==> config.mk <==
export PLATFORM = sky130hd
export DESIGN_NAME = diag_gaussian_symmetric_kl
export DESIGN_NICKNAME = d
export VERILOG_FILES = /design/src/sv/dgskl_pkg.sv /design/src/sv/dgskl_divider.sv /design/src/sv/diag_gaussian_symmetric_kl.sv
export SDC_FILE = /design/constraint.sdc
export NUM_CORES = 1
export LEC_CHECK = 0
export BUFFER_PORTS_ARGS = -buffer_cell sky130_fd_sc_hd__clkbuf_2
export CAP_MARGIN = 40
export CORE_ASPECT_RATIO = 0.9
export CORE_MARGIN = 2
export CORE_UTILIZATION = 45
export DETAILED_ROUTE_END_ITERATION = 7
export HOLD_SLACK_MARGIN = 0.12
export PLACE_DENSITY_LB_ADDON = 0.3
export SYNTH_ARGS = -nofsm -noshare
export SYNTH_HDL_FRONTEND = slang
export SYNTH_SLANG_ARGS = --single-unit
export TNS_END_PERCENT = 100
==> constraint.sdc <==
create_clock -name clk_i -period 6.6 [get_ports clk_i]
set_clock_uncertainty 0.05 [all_clocks]
set_input_delay 0.33 -clock clk_i [delete_from_list [all_inputs] [get_ports clk_i]]
set_output_delay 0.33 -clock clk_i [all_outputs]
set_load 0.05 [all_outputs]
==> src/sv/dgskl_pkg.sv <==
package dgskl_pkg;

  // Accumulator and result width, signed, with FRAC_BITS fraction bits.
  localparam int ACC_W  = 48;
  // A quotient keeps this many bits; anything above saturates.
  localparam int QUOT_W = 47;

  typedef struct packed {
    logic done;
    logic over;
  } div_stat_t;

endpackage

==> src/sv/dgskl_divider.sv <==
module dgskl_divider #(
  parameter int NUM_W = 49,
  parameter int DEN_W = 24
) (
  input  logic                          clk_i,
  input  logic                          rst_ni,
  input  logic                          start_i,
  input  logic [NUM_W-1:0]              num_i,
  input  logic [DEN_W-1:0]              den_i,
  output dgskl_pkg::div_stat_t          stat_o,
  output logic [dgskl_pkg::QUOT_W-1:0]  quot_o
);
  import dgskl_pkg::*;

  localparam int CW = $clog2(NUM_W);

  logic             busy_q, busy_d;
  logic             done_q, done_d;
  logic             over_q, over_d;
  logic [CW-1:0]    cnt_q, cnt_d;
  logic [NUM_W-1:0] num_q, num_d;
  logic [DEN_W-1:0] rem_q, rem_d;
  logic [QUOT_W-1:0] quo_q, quo_d;

  logic [DEN_W:0]   trial;
  logic [DEN_W:0]   diff;
  logic             ge;

  // Restoring division, one numerator bit per cycle, MSB first. The divisor
  // must stay put until done.
  always_comb begin
    trial  = {rem_q, num_q[NUM_W-1]};
    diff   = trial - {1'b0, den_i};
    ge     = (trial >= {1'b0, den_i});
    busy_d = busy_q;
    done_d = 1'b0;
    over_d = over_q;
    cnt_d  = cnt_q;
    num_d  = num_q;
    rem_d  = rem_q;
    quo_d  = quo_q;
    if (start_i && !busy_q) begin
      busy_d = 1'b1;
      over_d = 1'b0;
      cnt_d  = CW'(NUM_W - 1);
      num_d  = num_i;
      rem_d  = '0;
      quo_d  = '0;
    end else if (busy_q) begin
      num_d = {num_q[NUM_W-2:0], 1'b0};
      rem_d = ge ? diff[DEN_W-1:0] : trial[DEN_W-1:0];
      quo_d = {quo_q[QUOT_W-2:0], ge};
      // A quotient bit at or above the kept width means overflow.
      if (ge && (int'(cnt_q) >= QUOT_W)) begin
        over_d = 1'b1;
      end
      if (cnt_q == '0) begin
        busy_d = 1'b0;
        done_d = 1'b1;
      end else begin
        cnt_d = cnt_q - 1'b1;
      end
    end
  end

  always_ff @(posedge clk_i or negedge rst_ni) begin
    if (!rst_ni) begin
      busy_q <= 1'b0;
      done_q <= 1'b0;
    end else begin
      busy_q <= busy_d;
      done_q <= done_d;
    end
  end

  always_ff @(posedge clk_i) begin
    over_q <= over_d;
    cnt_q  <= cnt_d;
    num_q  <= num_d;
    rem_q  <= rem_d;
    quo_q  <= quo_d;
  end

  assign stat_o.done = done_q;
  assign stat_o.over = over_q;
  assign quot_o      = quo_q;

endmodule

==> src/sv/diag_gaussian_symmetric_kl.sv <==
// An accepted word runs through the bit-serial squarer and the shared bit-serial
// divider, run twice per word (NUM_W = max(2*VALUE_WIDTH, VALUE_WIDTH+FRAC_BITS) + 1);
// a word with a zero variance skips both. A new word is taken only once the last one
// is finished, and a last word waits while an earlier result is still held.
// Reset (asynchronous, active low) clears the sum, the flags and the handshakes.
module diag_gaussian_symmetric_kl #(
  parameter int VALUE_WIDTH = 24,
  parameter int FRAC_BITS   = 16
) (
  input  logic                          clk_i,
  input  logic                          rst_ni,
  input  logic                          in_valid_i,
  output logic                          in_ready_o,
  input  logic signed [VALUE_WIDTH-1:0] mean_left_i,
  input  logic [VALUE_WIDTH-1:0]        variance_left_i,
  input  logic signed [VALUE_WIDTH-1:0] mean_right_i,
  input  logic [VALUE_WIDTH-1:0]        variance_right_i,
  input  logic                          last_dim_i,
  output logic                          out_valid_o,
  input  logic                          out_ready_i,
  output logic signed [dgskl_pkg::ACC_W-1:0] divergence_o,
  output logic                          zero_variance_o,
  output logic                          saturated_o
);
  import dgskl_pkg::*;

  localparam int W      = VALUE_WIDTH;
  localparam int PROD_W = 2 * W;
  localparam int NUM_W  = ((PROD_W > W + FRAC_BITS) ? PROD_W : W + FRAC_BITS) + 1;
  localparam int MCW    = $clog2(W);
  localparam int SUM_W  = ACC_W + 2;
  localparam logic [SUM_W-1:0] TWO = SUM_W'(2) << FRAC_BITS;

  localparam logic [2:0] ST_IDLE = 3'd0;
  localparam logic [2:0] ST_MUL  = 3'd1;
  localparam logic [2:0] ST_STA  = 3'd2;
  localparam logic [2:0] ST_DIVA = 3'd3;
  localparam logic [2:0] ST_STB  = 3'd4;
  localparam logic [2:0] ST_DIVB = 3'd5;
  localparam logic [2:0] ST_FIN  = 3'd6;

  logic [2:0]        state_q, state_d;
  logic              out_valid_q, out_valid_d;
  logic [ACC_W-1:0]  acc_q, acc_d;
  logic              zero_q, zero_d;
  logic              sat_q, sat_d;

  logic [W-1:0]      vl_q, vl_d;
  logic [W-1:0]      vr_q, vr_d;
  logic [W-1:0]      ad_q, ad_d;
  logic [W-1:0]      mq_q, mq_d;
  logic [PROD_W-1:0] prod_q, prod_d;
  logic [MCW-1:0]    mcnt_q, mcnt_d;
  logic [QUOT_W-1:0] qa_q, qa_d;
  logic [QUOT_W-1:0] qb_q, qb_d;
  logic              qsat_q, qsat_d;
  logic              last_q, last_d;
  logic              skip_q, skip_d;
  logic [ACC_W-1:0]  div_out_q, div_out_d;
  logic              zero_out_q, zero_out_d;
  logic              sat_out_q, sat_out_d;

  logic [W:0]        diff;
  logic [W:0]        diff_abs;
  logic              in_fire;
  logic              div_start;
  logic              sel_b;
  logic [W-1:0]      num_base;
  logic [NUM_W-1:0]  div_num;
  logic [W-1:0]      div_den;
  div_stat_t         div_stat;
  logic [QUOT_W-1:0] div_quot;
  logic [QUOT_W-1:0] quot_sat;
  logic signed [SUM_W-1:0] sum;
  logic              sum_hi, sum_lo;
  logic [ACC_W-1:0]  acc_new;
  logic              sat_new;

  assign in_ready_o = (state_q == ST_IDLE);
  assign in_fire    = in_valid_i && in_ready_o;

  // Both quotients share one divider: the second swaps the two variances.
  assign sel_b     = (state_q == ST_STB) || (state_q == ST_DIVB);
  assign div_start = (state_q == ST_STA) || (state_q == ST_STB);
  assign num_base  = sel_b ? vr_q : vl_q;
  assign div_num   = NUM_W'({num_base, {FRAC_BITS{1'b0}}}) + NUM_W'(prod_q);
  assign div_den   = sel_b ? vl_q : vr_q;
  assign quot_sat  = div_stat.over ? {QUOT_W{1'b1}} : div_quot;

  dgskl_divider #(
    .NUM_W (NUM_W),
    .DEN_W (W)
  ) u_divider (
    .clk_i   (clk_i),
    .rst_ni  (rst_ni),
    .start_i (div_start),
    .num_i   (div_num),
    .den_i   (div_den),
    .stat_o  (div_stat),
    .quot_o  (div_quot)
  );

  always_comb begin
    diff     = {mean_left_i[W-1], mean_left_i} - {mean_right_i[W-1], mean_right_i};
    diff_abs = diff[W] ? (~diff + 1'b1) : diff;

    sum = $signed({{2{acc_q[ACC_W-1]}}, acc_q}) + $signed(SUM_W'(qa_q))
        + $signed(SUM_W'(qb_q)) - $signed(TWO);
    sum_hi = !sum[SUM_W-1] && (sum[SUM_W-2:ACC_W-1] != '0);
    sum_lo = sum[SUM_W-1] && (sum[SUM_W-2:ACC_W-1] != '1);
    if (skip_q) begin
      acc_new = acc_q;
    end else if (sum_hi) begin
      acc_new = {1'b0, {(ACC_W-1){1'b1}}};
    end else if (sum_lo) begin
      acc_new = {1'b1, {(ACC_W-1){1'b0}}};
    end else begin
      acc_new = sum[ACC_W-1:0];
    end
    sat_new = sat_q || (!skip_q && (qsat_q || sum_hi || sum_lo));

    state_d     = state_q;
    out_valid_d = out_valid_q && !out_ready_i;
    acc_d       = acc_q;
    zero_d      = zero_q;
    sat_d       = sat_q;
    vl_d        = vl_q;
    vr_d        = vr_q;
    ad_d        = ad_q;
    mq_d        = mq_q;
    prod_d      = prod_q;
    mcnt_d      = mcnt_q;
    qa_d        = qa_q;
    qb_d        = qb_q;
    qsat_d      = qsat_q;
    last_d      = last_q;
    skip_d      = skip_q;
    div_out_d   = div_out_q;
    zero_out_d  = zero_out_q;
    sat_out_d   = sat_out_q;

    case (state_q)
      ST_IDLE: begin
        if (in_fire) begin
          vl_d   = variance_left_i;
          vr_d   = variance_right_i;
          ad_d   = diff_abs[W-1:0];
          mq_d   = diff_abs[W-1:0];
          prod_d = '0;
          mcnt_d = MCW'(W - 1);
          qsat_d = 1'b0;
          last_d = last_dim_i;
          skip_d = (variance_left_i == '0) || (variance_right_i == '0);
          state_d = skip_d ? ST_FIN : ST_MUL;
        end
      end
      ST_MUL: begin
        // Shift-add square of |d|, one multiplier bit per cycle, MSB first.
        prod_d = {prod_q[PROD_W-2:0], 1'b0} + (mq_q[W-1] ? PROD_W'(ad_q) : '0);
        mq_d   = {mq_q[W-2:0], 1'b0};
        if (mcnt_q == '0) begin
          state_d = ST_STA;
        end else begin
          mcnt_d = mcnt_q - 1'b1;
        end
      end
      ST_STA: begin
        state_d = ST_DIVA;
      end
      ST_DIVA: begin
        if (div_stat.done) begin
          qa_d    = quot_sat;
          qsat_d  = qsat_q || div_stat.over;
          state_d = ST_STB;
        end
      end
      ST_STB: begin
        state_d = ST_DIVB;
      end
      ST_DIVB: begin
        if (div_stat.done) begin
          qb_d    = quot_sat;
          qsat_d  = qsat_q || div_stat.over;
          state_d = ST_FIN;
        end
      end
      ST_FIN: begin
        if (!last_q) begin
          acc_d   = acc_new;
          zero_d  = zero_q || skip_q;
          sat_d   = sat_new;
          state_d = ST_IDLE;
        end else if (!out_valid_q || out_ready_i) begin
          // Halve by arithmetic shift, then start a fresh pair.
          div_out_d   = {acc_new[ACC_W-1], acc_new[ACC_W-1:1]};
          zero_out_d  = zero_q || skip_q;
          sat_out_d   = sat_new;
          out_valid_d = 1'b1;
          acc_d       = '0;
          zero_d      = 1'b0;
          sat_d       = 1'b0;
          state_d     = ST_IDLE;
        end
      end
      default: begin
        state_d = ST_IDLE;
      end
    endcase
  end

  always_ff @(posedge clk_i or negedge rst_ni) begin
    if (!rst_ni) begin
      state_q     <= ST_IDLE;
      out_valid_q <= 1'b0;
      acc_q       <= '0;
      zero_q      <= 1'b0;
      sat_q       <= 1'b0;
    end else begin
      state_q     <= state_d;
      out_valid_q <= out_valid_d;
      acc_q       <= acc_d;
      zero_q      <= zero_d;
      sat_q       <= sat_d;
    end
  end

  always_ff @(posedge clk_i) begin
    vl_q       <= vl_d;
    vr_q       <= vr_d;
    ad_q       <= ad_d;
    mq_q       <= mq_d;
    prod_q     <= prod_d;
    mcnt_q     <= mcnt_d;
    qa_q       <= qa_d;
    qb_q       <= qb_d;
    qsat_q     <= qsat_d;
    last_q     <= last_d;
    skip_q     <= skip_d;
    div_out_q  <= div_out_d;
    zero_out_q <= zero_out_d;
    sat_out_q  <= sat_out_d;
  end

  assign out_valid_o     = out_valid_q;
  assign divergence_o    = div_out_q;
  assign zero_variance_o = zero_out_q;
  assign saturated_o     = sat_out_q;

endmodule

==> results.toml <==
[logic_synthesis]
synthArstFlopShare = 0.117
avgSynthCellArea_um2 = 10.4
synth-seq-area-share = 0.463
yosysUniqueCellTypes = 84
syn-num-nets = 3105
synth_cells = 2758
synth-edff-count = 344
ys_warn_count = 0
synth_area_um2 = 28700
synth_ff_type = "edfxtp_1"
synth_seq_cells = 478

[sta]
max_slew_margin = 0.409
tightestPinTransition_ns = 0.875
setup_viol = 0
max_freq_ghz = 0.181
setup_tns_ns = 0
worst_slack_ns = 1.09
finalMaxSlewViolations = 0
finalHoldWorstSlack_ns = 0.170
rsz0062_at_grt = "no"
period_needed_ns = 5.51
hold_violations = 0
fin_crit_sh = 0.836

[cells_and_area]
fill_cells = 5629
diodes = 0
regArea_um2 = 13300
final_util = 0.517
layout.nets = 3286
final_cell_mix = "edfxtp_1, inv_1, nand2_1, ha_1, a21oi_1"
final_common_cell = "edfxtp_1"
drive_gt1_frac = 0.135
multiInputGateArea_um2 = 14000
area.growth.synth_to_final_pct = 13.3

[die]
die_area_um2 = 65800
core_area_um2 = 62900
die_w_um = 270
ios = 153
start_util = 0.456
die_h_um = 244
rows = 87

[worst_hold_path]
holdCritPathClass = "input port to async pin"

[drt]
wl_um = 65700
vias = 20700
drc = 0
antenna_left = 0
wl_per_cell_um = 17.2
first_iter_violations = 1307
vias_per_cell = 5.42
dr.pass1.iters = 5

[clock_tree]
clock_sinks = 478
root_buffer = "clkbuf_16"
clkTransAtPathRegs_ns = 0.06
clock_path_buffers = 3
cts_resized = 0
cts_buffers = 52
cts_tree = "built"
cts_setup_buffers = 0
clock_latency_ns = 0.60
htree_levels = 2

[power_and_ir_drop]
power_mw = 16.0
p_clk_frac = 0.179
p_per_area_nw_per_um2 = 491
p_sw_frac = 0.417
ir_worst_vdd_mv = 0.233
comb_power_share = 0.511
p_seq_frac = 0.310
power.leakage_nw = 13.7
p_int_mw = 9.30
switching_power_mw = 6.66

[worst_setup_path]
r2r_end = "divergence_o[8]$_DFFE_PP_"
crit_buf_inv = 1
cpPeakStageDelay_ns = 0.63
crit_required_ns = 6.97
worstSetupPathDepth = 16
start_kind = "flop"
ff2ff_path_depth = 16
crit_type = "flop to flop"
crit-reg2reg-launch = "acc_q[2]$_DFFE_PN0P_"
endpoint = "divergence_o[8]$_DFFE_PP_"
end_kind = "flop"
critical-path-top-delay-family = "compound AO/OA/AOI/OAI gates"
cp_slowest_cell = "a221oi_4"
rrSetupSlack_ns = 1.09
cp_max_fo = 27
cp-startpoint = "acc_q[2]$_DFFE_PN0P_"
path_cells = "fa_1 > ha_1 > ha_1 > fa_1 > a211oi_1 > o21ai_1 > a31o_2 > a211oi_2 > o2111ai_1 > a31oi_2 > o21a_1 > nor3_1 > a221oi_4 > buf_4 > a21oi_1 > mux2i_1"
crit_arrival_ns = 5.88

[global_route]
grt_pass1_vias = 20600
overflow = 0
grt_antenna_before_repair = 0
grt_max_degree = 74
grt_pass1_wl_um = 106000
grtUsageTotal = 0.196

[run_status]
outcome = "completed"

[placement]
port_buffers = 152
detailed_place_hpwl_um = 47100
place_congestion = 0.925
preCtsSetupSlack_ns = 1.15

[run]
max_cap_viol_count = 0
[cell families after synthesis]
logic type | Yosys count | synth area share
compound gates | 648 | 0.147
xor+xnor | 168 | 0.0513
fa+ha+maj | 246 | 0.121
buf+inv | 378 | 0.0520
flops | 478 | 0.463
mux | 126 | 0.0461
simple gates | 714 | 0.120
[per-layer routing]
layer,global-route usage,vias up,share of wire
met3,0.0262,116,0.047
met2,0.332,480,0.47
met1,0.262,9943,0.46
met4,0.0608,0,0.027
li1,-,10200,-
met5,0,-,0
[stage by stage]
step           instances  cell area (um2)
5_1_grt             3826            32500
3_3_place_gp        3674            30300
2_1_floorplan       2758            28700
3_5_place_dp        3679            30300
6_report            3826            32500
4_1_cts             3826            32500
[synthesized netlist by cell type, drive strengths merged, types with 45 or more instances]
cell type | count | area share
mux2 | 49 | 0.019
a21o | 63 | 0.017
nor2 | 122 | 0.016
xnor2 | 92 | 0.028
nand3 | 54 | 0.0096
mux2i | 77 | 0.027
nand2 | 264 | 0.035
edfxtp | 344 | 0.36
inv | 277 | 0.036
clkbuf | 78 | 0.010
fa | 53 | 0.037
a22o | 49 | 0.015
or2 | 55 | 0.012
nor3 | 45 | 0.0082
dfrtp | 56 | 0.049
dfxtp | 78 | 0.054
ha | 193 | 0.084
a21oi | 173 | 0.031
o21ai | 181 | 0.032
xor2 | 76 | 0.023
[how the worst min path moves through the flow]
stage | from | end | slack (ns) | cells past startpoint
2_1_floorplan | rst_ni | acc_q[0]$_DFFE_PN0P_ | -0.02 | 0
3_3_place_gp | u_divider.quot_o[0]$_SDFFE_PP0P_ | u_divider.quot_o[0]$_SDFFE_PP0P_ | 0.40 | 2
3_5_place_dp | rst_ni | acc_q[2]$_DFFE_PN0P_ | 0.22 | 2
4_1_cts | rst_ni | acc_q[2]$_DFFE_PN0P_ | 0.14 | 3
5_1_grt | rst_ni | acc_q[2]$_DFFE_PN0P_ | 0.16 | 3
6_report | rst_ni | acc_q[2]$_DFFE_PN0P_ | 0.17 | 3
[worst min-delay path: cells and delay by family]
| family | cells | cell delay, ns |
|---|---|---|
| buffers and inverters | 3 | 0.83 |
[layout make-up]
cell class,instances,area share
multi-input cells,1902,0.429
inverters,277,0.0320
repair buffers,228,0.0463
flip-flops and latches,478,0.409
clock inverters,20,0.00531
well taps,845,0.0325
clock buffers,76,0.0456
[power groups by stage]
| stage | combinational [mW] | clock (mW) | sequential (mW) |
|---|---|---|---|
| 6_report | 8.16 | 2.85 | 4.94 |
| 5_1_grt | 9.09 | 3.04 | 5.05 |
| 4_1_cts | 8.13 | 2.93 | 4.95 |
| 3_5_place_dp | 8.05 | 0 | 5.00 |
| 3_3_place_gp | 7.85 | 0 | 4.97 |
| 2_1_floorplan | 6.27 | 0 | 4.92 |
[what timing repair did]
item | CTS | global route
hold buffers | 51 | 0
endpoints found under the hold margin | 106 | 0
endpoints found under the setup margin | 0 | 0
[flip-flops by register name, indices dropped and copies added (netlist names), 24 cells and up]
name,flops
u_divider.num_q,49
acc_q,48
prod_q,48
divergence_o,47
qa_q,47
qb_q,47
u_divider.quot_o,47
ad_q,24
mq_q,24
u_divider.rem_q,24
vl_q,24
vr_q,24
(Power assumes the default switching activity.)
